===== config.mk =====
export PLATFORM = sky130hd
export DESIGN_NAME = task_deadline_monitor
export DESIGN_NICKNAME = d
export VERILOG_FILES = /design/src/rtl/tdm_pkg.sv /design/src/rtl/task_deadline_monitor.sv /design/src/rtl/tdm_ctrl.sv /design/src/rtl/tdm_datapath.sv
export SDC_FILE = /design/constraint.sdc
export NUM_CORES = 2
export LEC_CHECK = 0
export ABC_AREA = 1
export BUFFER_PORTS_ARGS = -buffer_cell sky130_fd_sc_hd__clkbuf_2
export CORE_MARGIN = 5
export CORE_UTILIZATION = 50
export CTS_BUF_LIST = sky130_fd_sc_hd__clkbuf_8
export CTS_CLUSTER_SIZE = 16
export DETAILED_ROUTE_END_ITERATION = 8
export PLACE_DENSITY = 0.63
export SLEW_MARGIN = 25
export SYNTH_ARGS = -nofsm -noshare
export SYNTH_HDL_FRONTEND = slang
export SYNTH_SLANG_ARGS = --single-unit

===== constraint.sdc =====
create_clock -name clk -period 5.28 [get_ports clk]
set_input_delay 1.32 -clock clk [delete_from_list [all_inputs] [get_ports clk]]
set_output_delay 1.32 -clock clk [all_outputs]
set_load 0.05 [all_outputs]

===== src/rtl/tdm_pkg.sv =====
// ----------------------------------------------------------------------------
// tdm_pkg
// Shared types, constants and helpers of the task deadline monitor.
// ----------------------------------------------------------------------------
package tdm_pkg;

    localparam int NUM_TASKS_DEF  = 6;
    localparam int TIME_BITS_DEF  = 48;
    localparam int MAX_TASKS      = 8;
    localparam int TASK_W         = 3;
    localparam int FUNC_W         = 2;
    localparam int DEADLINE_W     = 20;
    localparam int NUM_DEADLINES  = 6;
    localparam int CFG_ADDR_W     = 3;
    localparam int STAT_W         = 32;
    localparam int S_USER_W       = FUNC_W + TASK_W;
    localparam int M_USER_W       = TASK_W + 1;
    localparam int M_DATA_W       = 4 * STAT_W;

    localparam logic [STAT_W-1:0] STAT_MAX = '1;

    localparam logic [DEADLINE_W-1:0] DEADLINE_RESET [MAX_TASKS] = '{
        20'd10000, 20'd20000, 20'd20000, 20'd50000,
        20'd50000, 20'd30000, 20'd0,     20'd0
    };

    typedef enum logic [FUNC_W-1:0] {
        FUNC_BEGIN = 2'd0,
        FUNC_END   = 2'd1,
        FUNC_CLEAR = 2'd2,
        FUNC_NONE  = 2'd3
    } func_t;

    typedef enum logic [1:0] {
        ST_IDLE,
        ST_DIFF,
        ST_LATE,
        ST_COMMIT
    } state_t;

    typedef struct packed {
        logic capture;
        logic calc_diff;
        logic calc_late;
        logic commit;
    } cmd_t;

    function automatic logic [STAT_W-1:0] sat32(input logic [63:0] v);
        logic [STAT_W-1:0] r;
        r = (v > 64'(STAT_MAX)) ? STAT_MAX : v[STAT_W-1:0];
        return r;
    endfunction

endpackage


===== src/rtl/task_deadline_monitor.sv =====
// ----------------------------------------------------------------------------
// task_deadline_monitor
// Per-task job timing monitor: execution time, lateness, job and miss counts.
//
//   channel | group           | tdata (low bit up)                  | tuser (low bit up)
//   --------+-----------------+-------------------------------------+--------------------
//   input   | s_tvalid/tready | now_time, release_time              | func, task_id
//   output  | m_tvalid/tready | job_count, miss_count, longest_run, | task_num, job_ended
//           |                 | largest_overrun                     |
//   config  | cfg_we          | cfg_addr = register, cfg_data       | -
//
// Each word passes through capture, time differences, lateness against the
// task's deadline, then table update and output load; the sequencer runs one
// word at a time, so a new word is taken only after the previous one commits.
// A stalled output holds the commit step until the previous result drains.
// Reset zeroes all statistics and loads the default deadlines.
// ----------------------------------------------------------------------------
module task_deadline_monitor
    import tdm_pkg::*;
#(
    parameter int NUM_TASKS = NUM_TASKS_DEF,
    parameter int TIME_BITS = TIME_BITS_DEF
)
(
    input  logic                                clk,
    input  logic                                rst_n,
    input  logic                                cfg_we,
    input  logic [CFG_ADDR_W-1:0]               cfg_addr,
    input  logic [DEADLINE_W-1:0]               cfg_data,
    input  logic                                s_tvalid,
    output logic                                s_tready,
    // now_time, release_time, zero padding
    input  logic [((2*TIME_BITS+7)/8)*8-1:0]    s_tdata,
    // func, task_id
    input  logic [S_USER_W-1:0]                 s_tuser,
    output logic                                m_tvalid,
    input  logic                                m_tready,
    // job_count, miss_count, longest_run, largest_overrun
    output logic [M_DATA_W-1:0]                 m_tdata,
    // task_num, job_ended
    output logic [M_USER_W-1:0]                 m_tuser
);

    cmd_t              cmd;
    logic [TASK_W-1:0] task_num;
    logic              job_ended;
    logic [STAT_W-1:0] job_count;
    logic [STAT_W-1:0] miss_count;
    logic [STAT_W-1:0] longest_run;
    logic [STAT_W-1:0] largest_overrun;

    tdm_ctrl u_ctrl (
        .clk      (clk),
        .rst_n    (rst_n),
        .s_tvalid (s_tvalid),
        .s_tready (s_tready),
        .m_tvalid (m_tvalid),
        .m_tready (m_tready),
        .cmd      (cmd)
    );

    tdm_datapath #(
        .NUM_TASKS (NUM_TASKS),
        .TIME_BITS (TIME_BITS)
    ) u_datapath (
        .clk             (clk),
        .rst_n           (rst_n),
        .cfg_we          (cfg_we),
        .cfg_addr        (cfg_addr),
        .cfg_data        (cfg_data),
        .func            (s_tuser[FUNC_W-1:0]),
        .task_id         (s_tuser[S_USER_W-1:FUNC_W]),
        .now_time        (s_tdata[TIME_BITS-1:0]),
        .release_time    (s_tdata[2*TIME_BITS-1:TIME_BITS]),
        .cmd             (cmd),
        .task_num        (task_num),
        .job_ended       (job_ended),
        .job_count       (job_count),
        .miss_count      (miss_count),
        .longest_run     (longest_run),
        .largest_overrun (largest_overrun)
    );

    assign m_tdata = {largest_overrun, longest_run, miss_count, job_count};
    assign m_tuser = {job_ended, task_num};

endmodule


===== src/rtl/tdm_ctrl.sv =====
// ----------------------------------------------------------------------------
// tdm_ctrl
// Event sequencer: capture, time differences, lateness, commit and output
// handshake.
// ----------------------------------------------------------------------------
module tdm_ctrl
    import tdm_pkg::*;
(
    input  logic clk,
    input  logic rst_n,
    input  logic s_tvalid,
    output logic s_tready,
    output logic m_tvalid,
    input  logic m_tready,
    output cmd_t cmd
);

    state_t state_reg;
    state_t state_next;
    logic   out_valid_reg;
    logic   out_valid_next;
    logic   accept;

    assign accept   = s_tvalid && s_tready;
    assign m_tvalid = out_valid_reg;

    always_ff @(posedge clk or negedge rst_n)
    begin
        if (!rst_n)
        begin
            state_reg     <= ST_IDLE;
            out_valid_reg <= 1'b0;
        end
        else
        begin
            state_reg     <= state_next;
            out_valid_reg <= out_valid_next;
        end
    end

    always_comb
    begin
        state_next     = state_reg;
        out_valid_next = out_valid_reg && !m_tready;
        s_tready       = 1'b0;
        cmd            = '0;
        unique case (state_reg)
            ST_IDLE:
            begin
                s_tready = 1'b1;
                if (s_tvalid)
                begin
                    cmd.capture = 1'b1;
                    state_next  = ST_DIFF;
                end
            end
            ST_DIFF:
            begin
                cmd.calc_diff = 1'b1;
                state_next    = ST_LATE;
            end
            ST_LATE:
            begin
                cmd.calc_late = 1'b1;
                state_next    = ST_COMMIT;
            end
            ST_COMMIT:
            begin
                if (!out_valid_reg || m_tready)
                begin
                    cmd.commit     = 1'b1;
                    out_valid_next = 1'b1;
                    state_next     = ST_IDLE;
                end
            end
            default:
            begin
                state_next = ST_IDLE;
            end
        endcase
    end

`ifndef SYNTHESIS
    a_commit_free: assert property (@(posedge clk) disable iff (!rst_n)
        cmd.commit |-> (!out_valid_reg || m_tready))
        else $error("commit while output word still held");
    a_accept_seq: assert property (@(posedge clk) disable iff (!rst_n)
        accept |=> state_reg == ST_DIFF)
        else $error("accepted word did not advance to difference step");
    a_late_order: assert property (@(posedge clk) disable iff (!rst_n)
        state_reg == ST_LATE |-> $past(state_reg) == ST_DIFF)
        else $error("lateness step out of order");
    a_valid_src: assert property (@(posedge clk) disable iff (!rst_n)
        $rose(m_tvalid) |-> $past(state_reg) == ST_COMMIT)
        else $error("output valid raised without commit");
`endif

endmodule


===== src/rtl/tdm_datapath.sv =====
// ----------------------------------------------------------------------------
// tdm_datapath
// Per-task statistics table, deadline registers, time arithmetic and
// output word register.
// ----------------------------------------------------------------------------
module tdm_datapath
    import tdm_pkg::*;
#(
    parameter int NUM_TASKS = NUM_TASKS_DEF,
    parameter int TIME_BITS = TIME_BITS_DEF
)
(
    input  logic                  clk,
    input  logic                  rst_n,
    input  logic                  cfg_we,
    input  logic [CFG_ADDR_W-1:0] cfg_addr,
    input  logic [DEADLINE_W-1:0] cfg_data,
    input  logic [FUNC_W-1:0]     func,
    input  logic [TASK_W-1:0]     task_id,
    input  logic [TIME_BITS-1:0]  now_time,
    input  logic [TIME_BITS-1:0]  release_time,
    input  cmd_t                  cmd,
    output logic [TASK_W-1:0]     task_num,
    output logic                  job_ended,
    output logic [STAT_W-1:0]     job_count,
    output logic [STAT_W-1:0]     miss_count,
    output logic [STAT_W-1:0]     longest_run,
    output logic [STAT_W-1:0]     largest_overrun
);

    localparam int IDX_W = (NUM_TASKS > 1) ? $clog2(NUM_TASKS) : 1;

    logic [DEADLINE_W-1:0] deadline_reg [NUM_TASKS];
    logic                  active_reg   [NUM_TASKS];
    logic [TIME_BITS-1:0]  start_reg    [NUM_TASKS];
    logic [TIME_BITS-1:0]  rel_reg      [NUM_TASKS];
    logic [STAT_W-1:0]     jobs_reg     [NUM_TASKS];
    logic [STAT_W-1:0]     miss_reg     [NUM_TASKS];
    logic [STAT_W-1:0]     exec_reg     [NUM_TASKS];
    logic [STAT_W-1:0]     late_reg     [NUM_TASKS];

    func_t                 func_reg;
    logic [TASK_W-1:0]     task_reg;
    logic [TIME_BITS-1:0]  now_reg;
    logic [TIME_BITS-1:0]  rel_in_reg;

    logic                  exec_ok_reg;
    logic [STAT_W-1:0]     exec_sat_reg;
    logic                  rel_ok_reg;
    logic [TIME_BITS-1:0]  rdiff_reg;
    logic                  late_ok_reg;
    logic [STAT_W-1:0]     late_sat_reg;

    logic [TASK_W-1:0]     out_task_reg;
    logic                  out_ended_reg;
    logic [STAT_W-1:0]     out_jobs_reg;
    logic [STAT_W-1:0]     out_miss_reg;
    logic [STAT_W-1:0]     out_exec_reg;
    logic [STAT_W-1:0]     out_late_reg;

    logic [IDX_W-1:0]      idx;
    logic                  in_range;
    logic [TIME_BITS-1:0]  exec_diff;
    logic [TIME_BITS-1:0]  late_diff;
    logic [TIME_BITS-1:0]  dl_ext;
    logic                  do_begin;
    logic                  do_end;
    logic                  do_clear;
    logic [STAT_W-1:0]     jobs_new;
    logic [STAT_W-1:0]     miss_new;
    logic [STAT_W-1:0]     exec_new;
    logic [STAT_W-1:0]     late_new;
    logic                  ended_val;
    logic [STAT_W-1:0]     jobs_val;
    logic [STAT_W-1:0]     miss_val;
    logic [STAT_W-1:0]     exec_val;
    logic [STAT_W-1:0]     late_val;

    assign idx      = task_reg[IDX_W-1:0];
    assign in_range = {1'b0, task_reg} < (TASK_W+1)'(NUM_TASKS);
    assign dl_ext   = TIME_BITS'(deadline_reg[idx]);

    assign exec_diff = now_reg - start_reg[idx];
    assign late_diff = rdiff_reg - dl_ext;

    always_comb
    begin
        do_begin = 1'b0;
        do_end   = 1'b0;
        do_clear = 1'b0;
        unique case (func_reg)
            FUNC_BEGIN: do_begin = in_range;
            FUNC_END:   do_end   = in_range && active_reg[idx];
            FUNC_CLEAR: do_clear = in_range;
            FUNC_NONE:  ;
            default:    ;
        endcase
    end

    always_comb
    begin
        jobs_new = (jobs_reg[idx] != STAT_MAX) ? jobs_reg[idx] + 1'b1 : jobs_reg[idx];
        miss_new = (late_ok_reg && miss_reg[idx] != STAT_MAX) ?
                   miss_reg[idx] + 1'b1 : miss_reg[idx];
        exec_new = (exec_ok_reg && exec_sat_reg > exec_reg[idx]) ?
                   exec_sat_reg : exec_reg[idx];
        late_new = (late_ok_reg && late_sat_reg > late_reg[idx]) ?
                   late_sat_reg : late_reg[idx];
        ended_val = 1'b0;
        jobs_val  = '0;
        miss_val  = '0;
        exec_val  = '0;
        late_val  = '0;
        if (in_range && !do_clear)
        begin
            if (do_end)
            begin
                ended_val = 1'b1;
                jobs_val  = jobs_new;
                miss_val  = miss_new;
                exec_val  = exec_new;
                late_val  = late_new;
            end
            else
            begin
                jobs_val = jobs_reg[idx];
                miss_val = miss_reg[idx];
                exec_val = exec_reg[idx];
                late_val = late_reg[idx];
            end
        end
    end

    // deadline registers
    always_ff @(posedge clk or negedge rst_n)
    begin
        if (!rst_n)
        begin
            for (int i = 0; i < NUM_TASKS; i++)
            begin
                deadline_reg[i] <= DEADLINE_RESET[i];
            end
        end
        else if (cfg_we)
        begin
            for (int i = 0; i < NUM_TASKS; i++)
            begin
                if (i < NUM_DEADLINES && {1'b0, cfg_addr} == (CFG_ADDR_W+1)'(i))
                begin
                    deadline_reg[i] <= cfg_data;
                end
            end
        end
    end

    // per-task table
    always_ff @(posedge clk or negedge rst_n)
    begin
        if (!rst_n)
        begin
            for (int i = 0; i < NUM_TASKS; i++)
            begin
                active_reg[i] <= 1'b0;
                start_reg[i]  <= '0;
                rel_reg[i]    <= '0;
                jobs_reg[i]   <= '0;
                miss_reg[i]   <= '0;
                exec_reg[i]   <= '0;
                late_reg[i]   <= '0;
            end
        end
        else if (cmd.commit)
        begin
            if (do_clear)
            begin
                for (int i = 0; i < NUM_TASKS; i++)
                begin
                    active_reg[i] <= 1'b0;
                    start_reg[i]  <= '0;
                    rel_reg[i]    <= '0;
                    jobs_reg[i]   <= '0;
                    miss_reg[i]   <= '0;
                    exec_reg[i]   <= '0;
                    late_reg[i]   <= '0;
                end
            end
            else if (do_begin)
            begin
                active_reg[idx] <= 1'b1;
                start_reg[idx]  <= now_reg;
                rel_reg[idx]    <= rel_in_reg;
            end
            else if (do_end)
            begin
                active_reg[idx] <= 1'b0;
                jobs_reg[idx]   <= jobs_new;
                miss_reg[idx]   <= miss_new;
                exec_reg[idx]   <= exec_new;
                late_reg[idx]   <= late_new;
            end
        end
    end

    // event capture, arithmetic steps and output word load
    always_ff @(posedge clk)
    begin
        if (cmd.capture)
        begin
            func_reg   <= func_t'(func);
            task_reg   <= task_id;
            now_reg    <= now_time;
            rel_in_reg <= release_time;
        end
        if (cmd.calc_diff)
        begin
            exec_ok_reg  <= now_reg > start_reg[idx];
            exec_sat_reg <= sat32(64'(exec_diff));
            rel_ok_reg   <= now_reg > rel_reg[idx];
            rdiff_reg    <= now_reg - rel_reg[idx];
        end
        if (cmd.calc_late)
        begin
            late_ok_reg  <= rel_ok_reg && (rdiff_reg > dl_ext);
            late_sat_reg <= sat32(64'(late_diff));
        end
        if (cmd.commit)
        begin
            out_task_reg  <= task_reg;
            out_ended_reg <= ended_val;
            out_jobs_reg  <= jobs_val;
            out_miss_reg  <= miss_val;
            out_exec_reg  <= exec_val;
            out_late_reg  <= late_val;
        end
    end

    assign task_num        = out_task_reg;
    assign job_ended       = out_ended_reg;
    assign job_count       = out_jobs_reg;
    assign miss_count      = out_miss_reg;
    assign longest_run     = out_exec_reg;
    assign largest_overrun = out_late_reg;

`ifndef SYNTHESIS
    a_end_counts: assert property (@(posedge clk) disable iff (!rst_n)
        (cmd.commit && do_end && jobs_reg[idx] != STAT_MAX) |=>
        jobs_reg[$past(idx)] == $past(jobs_reg[idx]) + 1'b1)
        else $error("closed job not counted");
    a_miss_bound: assert property (@(posedge clk) disable iff (!rst_n)
        (cmd.commit && ended_val) |-> miss_val <= jobs_val)
        else $error("miss count exceeds job count");
    a_range_zero: assert property (@(posedge clk) disable iff (!rst_n)
        (cmd.commit && !in_range) |-> (!ended_val && jobs_val == '0 && late_val == '0))
        else $error("out of range task reported statistics");
`endif

endmodule

* Word-level counts from Yosys, hierarchy flattened
Index checks and enable logic that the tools add are counted.
Word-level totals: bits in registers 1821, bits in latches 0, bits in writable memories 0, ROM bits 0, input bits 129, output and inout bits 134, logic and storage cells 207, memories kept 0
Operators by class: add/sub/neg operators 5, multipliers 0, div/mod/pow operators 0, order comparisons 10, equal/unequal tests 15, shifts and indexed selects 0, mux-type cells 79, bitwise operators 4, reductions and logical operators 28
Operators by type and width (number):
- 2-to-1 mux 192 bit | 12
- 2-to-1 mux 288 bit | 4
- bitwise mux 192 bit | 4
- bitwise mux 288 bit | 2
- 2-to-1 mux 32 bit | 17
- binary-select mux 32 bit (select 3 bit) | 4
- binary-select mux 48 bit (select 3 bit) | 2
- 2-to-1 mux 48 bit | 5
- demux 48 bit (select 3 bit) | 1
- demux 32 bit (select 3 bit) | 1
- greater-than comparator 48 x 32 -> 1 bit (second input constant) | 2
- greater-than comparator 48 bit | 2
- subtractor 48 bit | 2
- adder 32 x 1 -> 32 bit (second input constant) | 2
- greater-than comparator 32 bit | 2
- != test 32 bit (second input constant) | 2
- binary-select mux 20 bit (select 3 bit) | 1
- greater-than comparator 48 x 20 -> 1 bit | 1
- subtractor 48 x 20 -> 48 bit | 1
- 2-to-1 mux 20 bit | 2
- 2-to-1 mux 6 bit | 3
- AND reduction 2 bit | 9
- 2-to-1 mux 1 bit | 16
- logical AND 1 bit | 8
- 25 further kinds | 36

* Longest topological paths before layout
word-level depth 11, depth in mapped cells 33

* Modules after synthesis
A second synthesis with hierarchy kept.
Unflattened totals: cells, all modules 11133, area total of the unflattened synthesis 91734.2 µm²
Modules (own cells, without submodules):
- tdm_datapath | instances 1, cells each 11103, area each 91504.0 µm², seq. area each 47277.8 µm²
- tdm_ctrl | instances 1, cells each 29, area each 222.7 µm², seq. area each 75.1 µm²
- task_deadline_monitor | instances 1, cells each 1, area each 7.5 µm², seq. area each 0.0 µm²

* Worst setup path before layout
No wires, ideal clock.
path type reg2reg, start point register u_datapath.task_reg[1], in the netlist u_datapath.idx[1], end point register u_datapath.exec_sat_reg[10], data pin, setup time 274 ps, data arrival time 4391 ps, data required time 5006 ps, slack 615 ps, cell stages (with the launch flop) 31, clock period less this slack 4665 ps, cell sequence edfxtp_1 -> buf_4 -> nor2_4 -> nand2_1 -> inv_1 -> buf_2 -> buf_2 -> buf_1 -> buf_2 -> clkbuf_1 -> nand2_1 -> o2111ai_1 -> ha_1 -> inv_1 -> fa_1 -> nand2_1 -> nand2_1 -> and2_1 -> nand2_1 -> nand2_1 -> nand2_1 -> nand3_1 -> nand2_1 -> nand2_1 -> nand2_1 -> nand2_1 -> nor2_1 -> nand2_1 -> nor2_1 -> clkbuf_1 -> nand3_1
Between the ends: word-level cells in the longest chain between the ends 6
RTL lines:
- start: declaration | RTL line tdm_datapath.sv:43 | logic [TASK_W-1:0] task_reg;
- start signal: assignment | RTL line tdm_datapath.sv:210 | task_reg <= task_id;
- inverter 3 -> 4 bit (implied by the code) * | RTL line tdm_datapath.sv:83 | assign exec_diff = now_reg - start_reg[idx];
- binary-select mux 48 bit (select 3 bit) * | RTL line tdm_datapath.sv:83
- 2-to-1 mux 48 bit (implied by the code) * (2 in series) | RTL line tdm_datapath.sv:83
- subtractor 48 bit * | RTL line tdm_datapath.sv:83
- greater-than comparator 48 x 32 -> 1 bit | RTL line tdm_pkg.sv:50 | r = (v > 64'(STAT_MAX)) ? STAT_MAX : v[STAT_W-1:0];
- end signal: assignment | RTL line tdm_datapath.sv:217 | exec_sat_reg <= sat32(64'(exec_diff));
- end: declaration | RTL line tdm_datapath.sv:48 | logic [STAT_W-1:0] exec_sat_reg;
Every way passes the cells marked *; elsewhere a longest branch is shown, timed or not. The select of a mux whose other input is x is not followed. A chain may end at the register's enable or synchronous reset.

* Worst setup path in the final report
start point register u_datapath.task_reg[1], in the netlist u_datapath.idx[1], end point register u_datapath.late_reg[173] (netlist bit)
Between the ends: word-level cells in the longest chain between the ends 11, elaborated cells between the ends (all ways) 27, those cells by class order compare (4); eq/ne (1); mux (16); bitwise (1); reduce/logical (5)
RTL lines:
- inverter 3 -> 4 bit (implied by the code)
- binary-select mux 32 bit (select 3 bit) | RTL line tdm_datapath.sv:107, tdm_datapath.sv:108
- 2-to-1 mux 32 bit (implied by the code) (2 in series) | RTL line tdm_datapath.sv:107, tdm_datapath.sv:108
- greater-than comparator 32 bit | RTL line tdm_datapath.sv:107 | late_new = (late_ok_reg && late_sat_reg > late_reg[idx]) ?
- logical AND 1 bit | RTL line tdm_datapath.sv:107
- 2-to-1 mux 32 bit | RTL line tdm_datapath.sv:107
- bitwise mux 192 bit | RTL line tdm_datapath.sv:199 | late_reg[idx] <= late_new;
- 2-to-1 mux 192 bit | RTL line tdm_datapath.sv:193 | else if (do_end)
- 2-to-1 mux 192 bit | RTL line tdm_datapath.sv:187 | else if (do_begin)
- 2-to-1 mux 192 bit | RTL line tdm_datapath.sv:174 | if (do_clear)
- end signal: indexed assignment | RTL line tdm_datapath.sv:199
- end: declaration | RTL line tdm_datapath.sv:40 | logic [STAT_W-1:0] late_reg [NUM_TASKS];
Parallel ways exist; a longest one is shown, timed or not. The select of a mux whose other input is x is not followed.

==> flow_metrics.py <==
metrics = {
    "synth": {
        "yosys_warnings": 0,
        "synthFlopType": "dfrtp_1",
        "syn-num-nets": 11700,
        "netlist_area_sq_um": 92500,
        "synth.distinct_cells": 57,
        "synth-seq-cells": 1821,
        "synth-edff-count": 348,
        "synth-async-reset-ratio_pct": 80.9,
        "synthTopCellsByArea": "dfrtp_1 (39%), nand2_1 (13%), edfxtp_1 (11%)",
        "synth_top_cell_area_share_pct": 38.9,
        "synth_top_area_cell": "dfrtp_1",
        "syn_area_per_cell_sq_um": 8.10,
        "syn_inst": 11400,
        "yosysSeqAreaShare_pct": 51.2,
    },
    "critical_path": {
        "cp_top_family": "simple AND/OR/NAND/NOR gates",
        "slowest_delay_ns": 0.65,
        "cp_max_fo": 34,
        "critPathCaptureType": "flop",
        "crit_arrival_ns": 5.87,
        "crit_chain": "inv_2 > nand3_4 > buf_4 > o22ai_1 > nor4_1 > inv_1 > ha_1 > nand2_1 > nor3_1 > a31oi_4 > nand2_2 > buf_12 > nand2_1 > nand3_1 > o21ai_0",
        "worstSetupPathType": "reg -> reg",
        "start_kind": "flop",
        "cp_slowest_cell": "edfxtp_1",
        "worst-path-buf-inv": 4,
        "path_common_cell": "nand2_1",
        "critPathRequiredTime_ns": 6.17,
    },
    "floorplanning": {
        "die_height_um": 440,
        "die_x_um": 440,
        "coreArea_sq_um": 183000,
        "die_area_sq_um": 194000,
        "start_util_pct": 50.4,
        "ios": 263,
        "row_count": 157,
    },
    "sta": {
        "fin_ws_ns": 0.302,
        "whs_ns": 0.176,
        "finalCritPeriodShare_pct": 94.3,
        "finalSetupViolations": 0,
        "finalHoldViolations": 0,
        "drv_slew": 0,
        "rsz0062_at_grt": "no",
        "max_freq_mhz": 201,
        "period_needed_ns": 4.98,
        "tightest_slew_ns": 1.11,
        "finClkSkew_ns": 0.0583,
        "relSlewSlack_pct": 25.9,
    },
    "run_status": {
        "status": "finished clean",
    },
    "clocking": {
        "cts_tree": "done",
        "cts_setup_buffers": 0,
        "cts_inserted_buffers": 331,
        "postCtsHoldBufs": 0,
        "h-tree-depth": 5,
        "cts_root_buf": "clkbuf_8",
        "cts.path.max_buffers": 4,
        "cts-resized-gates": 0,
        "clock_latency_ns": 1.08,
        "cts.clk_slew.worst_paths_ns": 0.06,
        "cts.sinks": 1821,
    },
    "layout": {
        "layoutNonFillerInstCount": 14400,
        "layout_commonest_cell": "nand2_1",
        "layout.nets": 12000,
        "mostFrequentLayoutCells": "nand2_1 (3194), inv_1 (1495), dfrtp_1 (1439)",
        "n_fill_cell": 17000,
        "syn2layout_area_growth_pct": 13.3,
        "layout-drive-gt1-share_pct": 10.4,
    },
    "place": {
        "dp_slack_ns": 0.141,
        "hpwl_um": 213000,
        "dp_cells": 13800,
        "gp_congestion": 0.993,
        "port_buffers": 262,
    },
    "global_route": {
        "antenna_found_initial": 7,
        "gr-total-overflow": 0,
        "grt_pass1_wl_um": 500000,
        "grt_pass1_vias": 81400,
        "grt_start_max_net_pins": 155,
        "grt_usage_pct": 33.7,
    },
    "routing": {
        "drt_pass1_iterations": 6,
        "drt_iter0_markers": 9792,
        "drc": 0,
        "ant_nets": 0,
        "routed_wl_um": 332000,
        "vias_per_cell": 5.84,
        "num_vias": 84200,
        "post_drt_wl_per_cell_um": 23.0,
    },
    "power_and_ir_drop": {
        "p_leak_uw": 0.0508,
        "p_per_area_nw_per_um2": 557,
        "vdd_ir_drop_max_v": 0.000383,
    },
    "min_path": {
        "hold_class": "in -> async",
    },
    "flow_run": {
        "maxCapViolCount": 0,
    },
}
==> cell families (layout without fill, tap and decap cells) <==
| logic type | Yosys count | count (layout) | synth area share (%) |
|---|---|---|---|
| compound gates | 2075 | 2075 | 13.1 |
| xor+xnor | 132 | 132 | 1.25 |
| fa+ha+maj | 189 | 189 | 2.58 |
| buf+inv | 2078 | 2614 | 8.80 |
| flops | 1821 | 1821 | 51.2 |
| other cells | 0 | 6 | 0 |
| simple gates | 5118 | 5118 | 23.1 |
==> layout make-up <==
| cell class | instances | area [sq um] | share of cell area, % |
|---|---|---|---|
| well taps | 2464 | 3080 | 2.94 |
| clock inverters | 171 | 951 | 0.908 |
| clock buffers | 416 | 5730 | 5.47 |
| flip-flops and latches | 1821 | 47400 | 45.2 |
| repair buffers | 598 | 4900 | 4.68 |
| multi-input cells | 7514 | 37300 | 35.6 |
| inverters | 1429 | 5410 | 5.17 |
| diodes | 6 | 15.0 | 0.0143 |
==> stage by stage <==
step	utilization, %	total power (uW)	area (sq um)	setup TNS, ns
final	57.1	58300	105000	0
after floorplan	-	36400	92500	0
after global placement	53.4	44100	97900	-0.449
after CTS	57.0	58200	105000	0
after global routing	57.1	61900	105000	0
after detailed placement	53.4	44500	97900	0
==> final timing paths <==
kind,startpoint,to,slack (ns),cells past startpoint
min in group clk,s_tdata[91],u_datapath.rel_in_reg[43],0.43,1
hold / removal,rst_n,u_datapath.rel_reg[27],0.18,1
hold reg to reg,u_datapath.jobs_reg[68],u_datapath.jobs_reg[68],0.47,2
max in group asynchronous,rst_n,u_datapath.miss_reg[123],3.51,3
setup / recovery,u_datapath.idx[1],u_datapath.late_reg[173],0.30,15
setup reg to reg,u_datapath.idx[1],u_datapath.late_reg[173],0.30,15
==> cells in the mapped netlist (23+ instances only) <==
cell and number:
nand2_1 3199, dfrtp_1 1439, inv_1 1402, nand3_1 941, o22ai_1 769, o21ai_0 671, nor2_1 612, clkbuf_1 441
edfxtp_1 348, a21oi_1 319, ha_1 186, nand4_1 158, buf_2 89, nor3_1 86, buf_1 79, xor2_1 70
a2111oi_0 67, xnor2_1 62, o21ai_1 59, dfstp_2 34, or2_2 33, a31oi_1 32, a22oi_1 29, nor4_1 28
inv_2 24, o211ai_1 23
==> routing by layer <==
layer | routed length, um | share of wire, % | track usage [%]
met1 | 137000 | 41 | 46.0
met5 | 23 | 0.0069 | 0
met3 | 30600 | 9.2 | 6.58
met4 | 17500 | 5.3 | 16.6
met2 | 147000 | 44 | 51.6
==> power by group <==
group	switching (uW)	internal [uW]
clock network	6040	7510
logic	15800	7100
registers	2180	19700
total	24000	34300
No activity file was read; power rests on OpenSTA's default activity.
